==> config.mk <==
export PLATFORM = sky130hd
export DESIGN_NAME = base58_block_decoder_unit
export DESIGN_NICKNAME = d
export VERILOG_FILES = /design/src/hw/rtl/b58d_pkg.sv /design/src/hw/rtl/base58_block_decoder_unit.sv /design/src/hw/rtl/b58d_accum.sv /design/src/hw/rtl/b58d_serializer.sv
export SDC_FILE = /design/constraint.sdc
export NUM_CORES = 1
export LEC_CHECK = 0
export BUFFER_PORTS_ARGS = -buffer_cell sky130_fd_sc_hd__buf_2
export CORE_MARGIN = 3
export CORE_UTILIZATION = 50
export DETAILED_ROUTE_END_ITERATION = 7
export PLACE_DENSITY = 0.66
export RECOVER_POWER = 100
export REMOVE_ABC_BUFFERS = 1
export SYNTH_ARGS = -nofsm -noshare
export SYNTH_HDL_FRONTEND = slang
export SYNTH_HIERARCHICAL = 1
export SYNTH_SLANG_ARGS = --single-unit
==> constraint.sdc <==
create_clock -name clock -period 9 [get_ports clock]
set_input_delay 1.8 -clock clock [delete_from_list [all_inputs] [get_ports clock]]
set_output_delay 1.8 -clock clock [all_outputs]
set_load 0.05 [all_outputs]
==> src/hw/rtl/b58d_pkg.sv <==
// Shared types, status codes and lookup functions for the Base58 block decoder.
package b58d_pkg;

   localparam int unsigned FULL_CHARS = 11;
   localparam int unsigned FULL_BYTES = 8;
   localparam int unsigned RADIX      = 58;

   typedef enum logic [2:0] {
      ST_OK       = 3'd0,
      ST_BAD_CHAR = 3'd1,
      ST_OVERFLOW = 3'd2,
      ST_NONCANON = 3'd3,
      ST_BAD_LEN  = 3'd4
   } status_type;

   // One closed block: value plus byte count, or an error with a count of one.
   typedef struct packed {
      logic [63:0] value;
      logic [3:0]  nbytes;
      status_type  status;
      logic        done;
   } blk_rec_type;

   typedef struct packed {
      logic       valid;
      logic [5:0] digit;
   } digit_type;

   function automatic digit_type digit_of(input logic [7:0] c);
      digit_type d;
      d.valid = 1'b1;
      d.digit = 6'd0;
      if (c >= "1" && c <= "9") begin
         d.digit = 6'(c - 8'd49);
      end else if (c >= "A" && c <= "H") begin
         d.digit = 6'(c - 8'd65 + 8'd9);
      end else if (c >= "J" && c <= "N") begin
         d.digit = 6'(c - 8'd74 + 8'd17);
      end else if (c >= "P" && c <= "Z") begin
         d.digit = 6'(c - 8'd80 + 8'd22);
      end else if (c >= "a" && c <= "k") begin
         d.digit = 6'(c - 8'd97 + 8'd33);
      end else if (c >= "m" && c <= "z") begin
         d.digit = 6'(c - 8'd109 + 8'd44);
      end else begin
         d.valid = 1'b0;
      end
      return d;
   endfunction

   // Decoded byte count of a final block; zero means the length is invalid.
   function automatic logic [3:0] tail_bytes(input logic [3:0] n);
      logic [3:0] b;
      unique case (n)
         4'd2:    b = 4'd1;
         4'd3:    b = 4'd2;
         4'd5:    b = 4'd3;
         4'd6:    b = 4'd4;
         4'd7:    b = 4'd5;
         4'd9:    b = 4'd6;
         4'd10:   b = 4'd7;
         4'd11:   b = 4'd8;
         default: b = 4'd0;
      endcase
      return b;
   endfunction

endpackage

==> src/hw/rtl/base58_block_decoder_unit.sv <==
// Top level of the Base58 block decoder: character accumulator and byte serializer.
// Takes one Base58 character per request and returns decoded bytes, most significant
// byte of each block first. A character is accepted every cycle unless a closed block
// waits in the holding buffer while the byte output register is still streaming the
// block before it; a full block of 11 characters then streams 8 bytes, one per cycle
// while rsp_ready is high, as the next block accumulates, so the sustained rate is one
// character per cycle. A partial final block gives 1 to 7 bytes; any error gives a single
// result with a zero byte and a nonzero status, and the rest of that string is dropped
// without results. A result passes the holding buffer, then the output register.
module base58_block_decoder_unit (
   input  logic       clock,
   input  logic       reset,
   input  logic       req_valid,
   output logic       req_ready,
   input  logic [7:0] req_symbol,
   input  logic       req_end_of_string,
   output logic       rsp_valid,
   input  logic       rsp_ready,
   output logic [7:0] rsp_data_byte,
   output logic [2:0] rsp_status,
   output logic       rsp_run_last,
   output logic       rsp_string_done
);
   import b58d_pkg::*;

   logic        accept;
   logic        rec_valid;
   blk_rec_type rec;
   logic        pend_full;

   // hold off new characters while a closed block waits for the output side
   assign req_ready = !pend_full;
   assign accept    = req_valid && req_ready;

   b58d_accum u_accum (
      .clock         (clock),
      .reset         (reset),
      .accept        (accept),
      .symbol        (req_symbol),
      .end_of_string (req_end_of_string),
      .rec_valid     (rec_valid),
      .rec           (rec)
   );

   b58d_serializer u_serializer (
      .clock           (clock),
      .reset           (reset),
      .load_valid      (rec_valid),
      .load_rec        (rec),
      .pend_full       (pend_full),
      .rsp_valid       (rsp_valid),
      .rsp_ready       (rsp_ready),
      .rsp_data_byte   (rsp_data_byte),
      .rsp_status      (rsp_status),
      .rsp_run_last    (rsp_run_last),
      .rsp_string_done (rsp_string_done)
   );

endmodule

==> src/hw/rtl/b58d_accum.sv <==
// Per-character accumulator: folds digits into the block value and closes blocks.
module b58d_accum (
   input  logic               clock,
   input  logic               reset,
   input  logic               accept,
   input  logic [7:0]         symbol,
   input  logic               end_of_string,
   output logic               rec_valid,
   output b58d_pkg::blk_rec_type rec
);
   import b58d_pkg::*;

   logic [63:0] value_ff, value_in;
   logic [3:0]  count_ff, count_in;
   logic        bad_ff, bad_in;
   logic        ovf_ff, ovf_in;
   logic        discard_ff, discard_in;

   digit_type   dig;
   logic [70:0] sum;
   logic [63:0] new_value;
   logic [3:0]  new_count;
   logic        new_bad;
   logic        new_ovf;
   logic        closing;
   logic [3:0]  nbytes;
   logic [7:0]  byte_nz;
   logic [7:0]  keep_mask;
   logic        noncanon;
   status_type  status;

   always_comb begin
      dig       = digit_of(symbol);
      // value * 58 = value * 64 - value * 4 - value * 2
      sum       = ({1'b0, value_ff, 6'd0} - {5'd0, value_ff, 2'd0}
                   - {6'd0, value_ff, 1'b0}) + 71'(dig.digit);
      new_value = sum[63:0];
      new_ovf   = ovf_ff | (|sum[70:64]);
      new_bad   = bad_ff | ~dig.valid;
      new_count = count_ff + 4'd1;
      closing   = (new_count == 4'(FULL_CHARS)) || end_of_string;
      nbytes    = tail_bytes(new_count);

      for (int k = 0; k < 8; k++) begin
         byte_nz[k] = |new_value[8*k +: 8];
      end
      keep_mask = 8'hFF << nbytes;
      noncanon  = |(byte_nz & keep_mask);

      if (nbytes == 4'd0) begin
         status = ST_BAD_LEN;
      end else if (new_bad) begin
         status = ST_BAD_CHAR;
      end else if (new_ovf) begin
         status = ST_OVERFLOW;
      end else if (noncanon) begin
         status = ST_NONCANON;
      end else begin
         status = ST_OK;
      end
   end

   always_comb begin
      value_in   = value_ff;
      count_in   = count_ff;
      bad_in     = bad_ff;
      ovf_in     = ovf_ff;
      discard_in = discard_ff;
      rec_valid  = 1'b0;
      rec.value  = new_value;
      rec.nbytes = nbytes;
      rec.status = status;
      rec.done   = end_of_string;

      if (accept) begin
         if (discard_ff) begin
            // drop until the string's last character
            if (end_of_string) begin
               discard_in = 1'b0;
            end
         end else if (!closing) begin
            value_in = new_value;
            count_in = new_count;
            bad_in   = new_bad;
            ovf_in   = new_ovf;
         end else begin
            rec_valid = 1'b1;
            value_in  = '0;
            count_in  = '0;
            bad_in    = 1'b0;
            ovf_in    = 1'b0;
            if (status != ST_OK) begin
               rec.value  = '0;
               rec.nbytes = 4'd1;
               rec.done   = 1'b1;
               discard_in = ~end_of_string;
            end
         end
      end
   end

   always_ff @(posedge clock) begin
      if (reset) begin
         value_ff   <= '0;
         count_ff   <= '0;
         bad_ff     <= 1'b0;
         ovf_ff     <= 1'b0;
         discard_ff <= 1'b0;
      end else begin
         value_ff   <= value_in;
         count_ff   <= count_in;
         bad_ff     <= bad_in;
         ovf_ff     <= ovf_in;
         discard_ff <= discard_in;
      end
   end

endmodule

==> src/hw/rtl/b58d_serializer.sv <==
// Two-entry block buffer that streams each closed block out byte by byte.
module b58d_serializer (
   input  logic               clock,
   input  logic               reset,
   input  logic               load_valid,
   input  b58d_pkg::blk_rec_type load_rec,
   output logic               pend_full,
   output logic               rsp_valid,
   input  logic               rsp_ready,
   output logic [7:0]         rsp_data_byte,
   output logic [2:0]         rsp_status,
   output logic               rsp_run_last,
   output logic               rsp_string_done
);
   import b58d_pkg::*;

   logic        pend_valid_ff, pend_valid_in;
   blk_rec_type pend_ff, pend_in;
   logic        cur_valid_ff, cur_valid_in;
   logic [63:0] cur_value_ff, cur_value_in;
   logic [3:0]  cur_left_ff, cur_left_in;
   status_type  cur_status_ff, cur_status_in;
   logic        cur_done_ff, cur_done_in;

   logic        take;
   logic        last_byte;
   logic        move;
   logic [2:0]  sel;

   assign take      = cur_valid_ff && rsp_ready;
   assign last_byte = (cur_left_ff == 4'd1);
   assign move      = pend_valid_ff && (!cur_valid_ff || (take && last_byte));
   assign sel       = 3'(cur_left_ff - 4'd1);

   always_comb begin
      pend_valid_in = pend_valid_ff;
      pend_in       = pend_ff;
      cur_valid_in  = cur_valid_ff;
      cur_value_in  = cur_value_ff;
      cur_left_in   = cur_left_ff;
      cur_status_in = cur_status_ff;
      cur_done_in   = cur_done_ff;

      if (load_valid) begin
         pend_valid_in = 1'b1;
         pend_in       = load_rec;
      end else if (move) begin
         pend_valid_in = 1'b0;
      end

      if (move) begin
         cur_valid_in  = 1'b1;
         cur_value_in  = pend_ff.value;
         cur_left_in   = pend_ff.nbytes;
         cur_status_in = pend_ff.status;
         cur_done_in   = pend_ff.done;
      end else if (take) begin
         if (last_byte) begin
            cur_valid_in = 1'b0;
         end else begin
            cur_left_in = cur_left_ff - 4'd1;
         end
      end
   end

   always_ff @(posedge clock) begin
      if (reset) begin
         pend_valid_ff <= 1'b0;
         cur_valid_ff  <= 1'b0;
      end else begin
         pend_valid_ff <= pend_valid_in;
         cur_valid_ff  <= cur_valid_in;
      end
   end

   always_ff @(posedge clock) begin
      pend_ff       <= pend_in;
      cur_value_ff  <= cur_value_in;
      cur_left_ff   <= cur_left_in;
      cur_status_ff <= cur_status_in;
      cur_done_ff   <= cur_done_in;
   end

   // an idle output register takes the pending block this cycle, so a new one may load
   assign pend_full       = pend_valid_ff && cur_valid_ff;
   assign rsp_valid       = cur_valid_ff;
   assign rsp_data_byte   = cur_value_ff[{sel, 3'b000} +: 8];
   assign rsp_status      = cur_status_ff;
   assign rsp_run_last    = last_byte;
   assign rsp_string_done = cur_done_ff;

   a_left_range: assert property (@(posedge clock) disable iff (reset)
      cur_valid_ff |-> (cur_left_ff != 4'd0) && (cur_left_ff <= 4'(FULL_BYTES)))
      else $error("byte count out of range on active block");

   a_no_overwrite: assert property (@(posedge clock) disable iff (reset)
      load_valid |-> !(pend_valid_ff && cur_valid_ff))
      else $error("block loaded over a pending block");

   a_error_single: assert property (@(posedge clock) disable iff (reset)
      (cur_valid_ff && cur_status_ff != ST_OK) |-> last_byte && cur_done_ff
         && (rsp_data_byte == 8'd0))
      else $error("error result is not a single zero byte ending the string");

   a_hold_on_stall: assert property (@(posedge clock) disable iff (reset)
      (cur_valid_ff && !rsp_ready) |=> cur_valid_ff && $stable(cur_left_ff))
      else $error("active block advanced without a handshake");

endmodule
==> impl_metrics.ini, run 1 <==
[run_status]
run_status = finished with violations
violations = capacitance limit, slew limit

[sta]
relSlewSlack_pct = -170.3
fin_crit_ps = 8373
fin_skew_ps = 29.52
max_freq_mhz = 119.4
rsz0062_at_grt = false
tightest_slew_ps = 4055
report.final.slew_viol_count = 221
post-route-period-util_pct = 93.03
hold_violations = 0
finalSetupViolations = 0
fin_ws_ps = 627.4
tns_ps = 0

[floorplanning]
die_w_um = 187.7
core_um2 = 32040
dieArea_um2 = 35230
rows = 65
ios = 28
start_util_pct = 51.51
die_y_um = 187.7

[synthesis]
synth_cell_types = 102
netlist_instances = 1712
yosys_warnings = 6
synth.top_cell.area_share_pct = 26.20
synth_area_leaders = edfxtp_1 26%, dfxtp_1 8.9%, fa_1 7.6%
seq_area_frac_synth_pct = 35.05
synth_flop_cell = edfxtp_1
yosysTopAreaCell = edfxtp_1
async_reset_ff_share_pct = 0
synth.avg_cell_area_um2 = 9.641
synthesis.area_um2 = 16500
ys_seq_elements = 217
synth_edf_count = 144

[grt]
grt_pass1_wl_mm = 76.36
grt_max_degree = 79
grt_usage_pct = 27.65
antenna_found_initial = 5
grt_pass1_vias = 12963
grt_overflow = 0

[finish]
final_cell_count_no_fill = 2198
nNetsFinal = 1908
nFillCells = 3013
layout-drive-gt1-share_pct = 7.544
area_growth_pct = 7.262
antenna_cells = 0
utilization_pct = 55.25

[placement]
place_congestion = 0.9813
hpwl_mm = 38.76
port_buffers = 27
post-place-ws_ps = -71.59
dp.cells = 2152

[setup_path]
crit_buf_inv = 5
critPathLaunch = req_symbol[1]
slowest_stage = a2111oi_2
critPathMaxStageDelay_ps = 530
cp_max_fo = 17
reg2reg_from = u_accum/value_ff[37]$_SDFFE_PP0P_
critical-path-top-delay-family = compound AO/OA/AOI/OAI gates
cp_data_required_time_ps = 9270
end_kind = register
worstSetupPathType = primary input to register
worstPathArrival_ps = 8640
startpoint_type = primary input

[cts]
cts_sinks = 217
numCtsBuffers = 25
cts_buffer_depth = 3
clk_pin_slew_ps = 60
cts_setup_buffers = 0
cts_tree = yes
root_buffer = clkbuf_16
clk_latency_ps = 560
cts_max_level = 1

[hold_path]
hp-class = register to register
hold_start = u_serializer/pend_ff[61]$_DFFE_PP_

[job]
drv_cap = 3

[route]
drc = 0
totalWireLength_mm = 49.71
dr.pass1.iters = 6
drtIter0Drc = 1591
wl_per_cell_um = 22.62
viasPerCell = 6.310
ant_nets = 0
vias = 13870
[final cells by class]
cell class / count / area [um^2] / share of cell area (%)
clock buffers: 34 / 659.4 / 3.725
clock inverters: 12 / 188.9 / 1.067
inverters: 105 / 394.1 / 2.226
multi-input cells: 1306 / 9657 / 54.55
flip-flops and latches: 217 / 5786 / 32.68
well taps: 435 / 544.3 / 3.074
repair buffers: 89 / 474.2 / 2.679
[layer usage]
layer,global-route usage [%],share of wire (%)
met1,42.02,47
met2,40.75,42
met3,6.001,9.5
met4,5.541,2.2
met5,0,0.058
[path summary, 6_finish.rpt]
kind | slack [ps] | depth (start not counted) | end
worst min register to register | 420 | 0 | u_serializer/cur_value_ff[53]$_DFFE_PP_
worst max-delay path | 630 | 26 | u_serializer/pend_ff[10]$_DFFE_PP_
worst max register to register | 3200 | 16 | u_serializer/pend_ff[54]$_DFFE_PP_
worst min-delay path | 420 | 0 | u_serializer/cur_value_ff[53]$_DFFE_PP_
[cells by family after synthesis]
family	after synthesis	share of synthesized area (%)
AND/OR/NAND/NOR	587	19.62
AO/OA/AOI/OAI	481	19.35
buffers and inverters	189	5.064
flip-flops	217	35.05
adder cells (fa/ha/maj)	151	14.31
multiplexers	35	3.798
XOR/XNOR	52	2.805
[cells in the final DEF, fill, tap and decap left out, types with 28 or more instances in the layout]
| cell type | netlist | final |
|---|---|---|
| ha_1 | 88 | 88 |
| nor2_1 | 185 | 184 |
| xor2_1 | 29 | 29 |
| nor3b_1 | 4 | 28 |
| a22oi_1 | 36 | 36 |
| dfxtp_1 | 73 | 73 |
| clkbuf_1 | 51 | 57 |
| nand3_1 | 36 | 36 |
| o21ai_0 | 55 | 57 |
| a21o_1 | 31 | 31 |
| a21oi_1 | 147 | 147 |
| nand4_1 | 33 | 33 |
| fa_1 | 63 | 63 |
| nand2_1 | 118 | 118 |
| nor3_1 | 31 | 60 |
| inv_1 | 105 | 105 |
| edfxtp_1 | 144 | 144 |
[synth_stat cells (all sizes together), types with 7 or more instances]
master    n
a21boi    7
nor2b    14
xor2     30
nand3    36
o31ai    10
o22ai     9
nor3b    30
xnor2    22
clkbuf   51
nand2   118
ha       88
nand2b    8
and4     12
or3      15
mux2     13
dfxtp    73
a22oi    36
nor4     16
nor3     66
nor2    185
a221oi    7
o21a     12
a21oi   149
buf      33
mux4     16
edfxtp  144
o211ai   18
fa       63
inv     105
and2     14
o21bai   14
and3      9
a31oi    12
or2      10
o21ai    82
a21o     31
nand4    33
a211oi   25
[through the flow]
step / cell area, um^2 / hold slack [ps]
global placement: 17290 / 402.8
global route: 17700 / 419.0
finish: 17700 / 416.4
CTS: 18140 / 416.9
floorplan: 16060 / 400.3
detailed placement: 17290 / 404.5
[state kept, by name, indices dropped and copies added (netlist names)]
signal / flops
u_serializer/pend_valid_ff: 1
u_serializer/rsp_status: 3
u_serializer/pend_ff: 72
u_accum/discard_ff: 1
u_serializer/rsp_valid: 1
u_serializer/cur_left_ff: 4
u_serializer/rsp_string_done: 1
u_accum/value_ff: 64
u_accum/ovf_ff: 1
u_serializer/cur_value_ff: 64
u_accum/bad_ff: 1
u_accum/count_ff: 4
[repair_timing]
action,4_1_cts,5_1_grt
hold buffers,0,0
setup endpoints to repair,0,2
gates resized for setup,0,2
Power of run 1 is left out: the tool's default activity adds up to more than one toggle a clock period on the data nets, which glitch-free logic cannot reach.
==> run 2, diff against run 1 <==
Settings changed: CTS_BUF_LIST set to sky130_fd_sc_hd__clkbuf_2, REMOVE_ABC_BUFFERS 1 to unset, SETUP_SLACK_MARGIN set to 0.05.
==> impl_metrics.ini, run 2 (synthesis results as in run 1) <==
[floorplanning]
die_w_um = 187.7
dieArea_um2 = 35230
start_util_pct = 51.51
rows = 65
ios = 28
die_y_um = 187.7
core_um2 = 32040

[cts]
cts_buffer_depth = 3
cts_max_level = 2
cts_sinks = 217
post_cts_resized = 0
cts_hold_buffers = 0
cts_tree = yes
clk_latency_ps = 1010
clk_pin_slew_ps = 90
cts_setup_buffers = 0
root_buffer = clkbuf_2
numCtsBuffers = 55

[setup_path]
cp_data_required_time_ps = 9630
startpoint_type = primary input
slowest_stage = a311oi_1
cp_max_fo = 8
worstPathArrival_ps = 9080
critPathMaxStageDelay_ps = 710
end_kind = register
worstSetupPathType = primary input to register

[finish]
ff_latch_area_um2 = 5786
nNetsFinal = 1936
largest_register = u_serializer/pend_ff
final_common_cell = nor2_1
final_cell_mix = 185 x nor2_1, 147 x a21oi_1, 144 x edfxtp_1
area_growth_pct = 4.965
multi_input_area_um2 = 9612
layout-drive-gt1-share_pct = 9.857
utilization_pct = 54.06
top_regs = u_serializer/pend_ff (72), u_accum/value_ff (64), u_serializer/cur_value_ff (64)
largest_reg_flops = 72
nFillCells = 3055

[sta]
rsz0062_at_grt = false
relSlewSlack_pct = -171.8
report.final.slew_viol_count = 295
fin_crit_ps = 8445
post-route-period-util_pct = 93.84
fin_skew_ps = 120.7
max_freq_mhz = 118.4
tightest_slew_ps = 4077
hold_violations = 0
finalSetupViolations = 0
tns_ps = 0

[run_status]
run_status = finished with violations
violations = capacitance limit, slew limit

[grt]
antenna_found_initial = 4
grt_max_degree = 79
grt_pass1_wl_mm = 76.58
grt_overflow = 0
grt_usage_pct = 27.72
grt_pass1_vias = 13142

[route]
totalWireLength_mm = 49.32
viasPerCell = 6.119
dr.pass1.iters = 6
vias = 13793
ant_nets = 0
drtIter0Drc = 1261
wl_per_cell_um = 21.88
drc = 0

[synthesis]
syn_nets = 1876

[hold_path]
hp-class = register to register

[job]
drv_cap = 6

[placement]
place_congestion = 1.031
hpwl_mm = 38.46
port_buffers = 27
-- run 2: cell count changes in the layout (fill, tap and decap cells not counted), sizes merged --
| cell | delta |
|---|---|
| clkbuf | +50 |
| clkinv | +13 |
| buf | -3 |
| bufinv | -3 |
| inv | -3 |
| clkinvlp | -1 |
| diode | +3 |
-- run 2: path summary, 6_finish.rpt --
check / slack (ps) / start / cells past startpoint / endpoint
setup / recovery: 550 / req_symbol[1] / 25 / u_serializer/pend_ff[55]$_DFFE_PP_
hold / removal: 330 / u_serializer/pend_ff[62]$_DFFE_PP_ / 0 / u_serializer/cur_value_ff[54]$_DFFE_PP_
setup reg to reg: 2230 / u_serializer/rsp_valid$_SDFFE_PP0P_ / 7 / u_serializer/pend_ff[65]$_DFFE_PP_
hold reg to reg: 330 / u_serializer/pend_ff[62]$_DFFE_PP_ / 0 / u_serializer/cur_value_ff[54]$_DFFE_PP_
-- run 2: critical path, delay by kind of cell --
kind,cells,cell delay (ps)
AOI/OAI and AO/OA,12,3670
xor gates and xnor gates,1,160
and+or+nand+nor,4,1330
muxes,1,230
buffers and inverters,4,660
adders and majority gates,3,1230
-- run 2: area by class of cell --
class                      count  area share, %
multi-input combinational   1306          55.48
sequential                   217          33.40
tap                          435          3.142
timing repair buffer          87          2.622
clock buffer                  83          2.398
inverter                     105          2.275
clock inverter                18         0.6428
antenna                        3        0.04333
-- run 2: metrics by stage --
stage / hold slack, ps / cells / setup slack, ps / cell area, um^2
after floorplan: 400.3 / 1712 / 1172 / 16500
after global placement: 401.8 / 2150 / 155.9 / 17270
after CTS: 285.0 / 2251 / 962.5 / 17800
after global routing: 322.4 / 2254 / 241.4 / 17320
after detailed placement: 404.5 / 2150 / -38.84 / 17270
final: 333.2 / 2254 / 554.5 / 17320
-- run 2: metal layers --
metal | GRT usage (%) | routed length, um
met4 | 6.118 | 907
met3 | 6.487 | 4475
met5 | 0 | 38
met2 | 41.17 | 21160
met1 | 41.35 | 22740
Power of run 2 is left out for the same reason.
==> run 3, diff against run 2 <==
Clock period 9 ns to 8.6 ns, I/O delays scaled along.
==> impl_metrics.ini, run 3 (synthesis results as in run 1) <==
[route]
vias = 14251
viasPerCell = 6.264
totalWireLength_mm = 50.55
drc = 0
wl_per_cell_um = 22.22
ant_nets = 0
drtIter0Drc = 1523
dr.pass1.iters = 8

[cts]
cts_tree = yes
cts_hold_buffers = 0
cts_setup_buffers = 0
numCtsBuffers = 56
cts_max_level = 2
root_buffer = clkbuf_2
clk_latency_ps = 1010
post_cts_resized = 0
cts_buffer_depth = 3
cts_sinks = 217
clk_pin_slew_ps = 110

[finish]
largest_reg_flops = 72
top_regs = u_serializer/pend_ff (72), u_accum/value_ff (64), u_serializer/cur_value_ff (64)
final_common_cell = nor2_1
final_cell_mix = 184 x nor2_1, 147 x a21oi_1, 144 x edfxtp_1
area_growth_pct = 5.989
utilization_pct = 54.59
layout-drive-gt1-share_pct = 10.95
largest_register = u_serializer/pend_ff
nNetsFinal = 1953

[floorplanning]
die_y_um = 187.7
die_w_um = 187.7
dieArea_um2 = 35230
core_um2 = 32040
rows = 65
start_util_pct = 51.51
ios = 28

[setup_path]
regToRegSetupSlack_ps = 2680
startpoint_type = primary input
end_kind = register
worstSetupPathType = primary input to register
critPathMaxStageDelay_ps = 600
worstPathArrival_ps = 8690
cp_data_required_time_ps = 9300
cp_max_fo = 22
slowest_stage = o41ai_1

[sta]
report.final.slew_viol_count = 226
tightest_slew_ps = 4091
relSlewSlack_pct = -172.7
fin_ws_ps = 604.1
fin_crit_ps = 7996
fin_skew_ps = 97.91
hold_ws_ps = 364.8
tns_ps = 0
hold_violations = 0
rsz0062_at_grt = false
max_freq_mhz = 125.1
post-route-period-util_pct = 92.98
finalSetupViolations = 0

[grt]
grt_overflow = 0
antenna_found_initial = 5
grt_pass1_vias = 13300
grt_usage_pct = 28.17
grt_max_degree = 79
grt_pass1_wl_mm = 77.50

[placement]
port_buffers = 27
place_congestion = 1.027
post-place-ws_ps = -107.3
hpwl_mm = 39.46

[hold_path]
hp-class = register to register

[run_status]
violations = capacitance limit, slew limit
run_status = finished with violations

[job]
drv_cap = 3

[synthesis]
syn_nets = 1876
==> run 3: cell count changes in the layout (fill, tap and decap cells not counted), moves of 3 or more <==
cell      previous run  this run
buf_4               21        31
clkbuf_2            83        90
clkbuf_1            51        54
nor3_1              63        60
==> run 3: area by class of cell <==
type / count / area, um^2
fillers: 3013 / 14550
multi-input cells: 1306 / 9637
flip-flops and latches: 217 / 5786
repair buffers: 103 / 588.1
well taps: 435 / 544.3
clock buffers: 89 / 445.4
inverters: 105 / 394.1
clock inverters: 16 / 88.84
diodes: 4 / 10.01
==> run 3: final timing paths <==
check / from / endpoint / cells past startpoint
setup / recovery: req_symbol[1] / u_serializer/pend_ff[43]$_DFFE_PP_ / 26
hold reg to reg: u_serializer/pend_ff[41]$_DFFE_PP_ / u_serializer/cur_value_ff[33]$_DFFE_PP_ / 0
hold / removal: u_serializer/pend_ff[41]$_DFFE_PP_ / u_serializer/cur_value_ff[33]$_DFFE_PP_ / 0
setup reg to reg: u_serializer/rsp_valid$_SDFFE_PP0P_ / u_serializer/pend_ff[6]$_DFFE_PP_ / 6
==> run 3: critical path, delay by kind of cell <==
| kind | cells | cell delay [ps] |
|---|---|---|
| xor gates and xnor gates | 1 | 150 |
| buffers and inverters | 5 | 860 |
| and+or+nand+nor | 6 | 2060 |
| muxes | 1 | 230 |
| AOI/OAI and AO/OA | 10 | 2500 |
| adders and majority gates | 3 | 1160 |
==> run 3: routing by layer <==
| layer | global-route usage (%) | part of all wire [%] | vias up |
|---|---|---|---|
| met5 | 0 | 0.044 | - |
| met4 | 7.215 | 2.2 | 4 |
| met3 | 5.328 | 9.6 | 91 |
| met2 | 42.02 | 43 | 616 |
| met1 | 42.24 | 46 | 6974 |
| li1 | - | - | 6566 |
==> run 3: metrics by stage <==
stage | cell area, um^2 | std cells
2_1_floorplan | 16500 | 1712
3_3_place_gp | 17420 | 2166
3_5_place_dp | 17420 | 2166
4_1_cts | 17950 | 2271
5_1_grt | 17490 | 2272
6_report | 17490 | 2275
Power of run 3 is left out for the same reason.
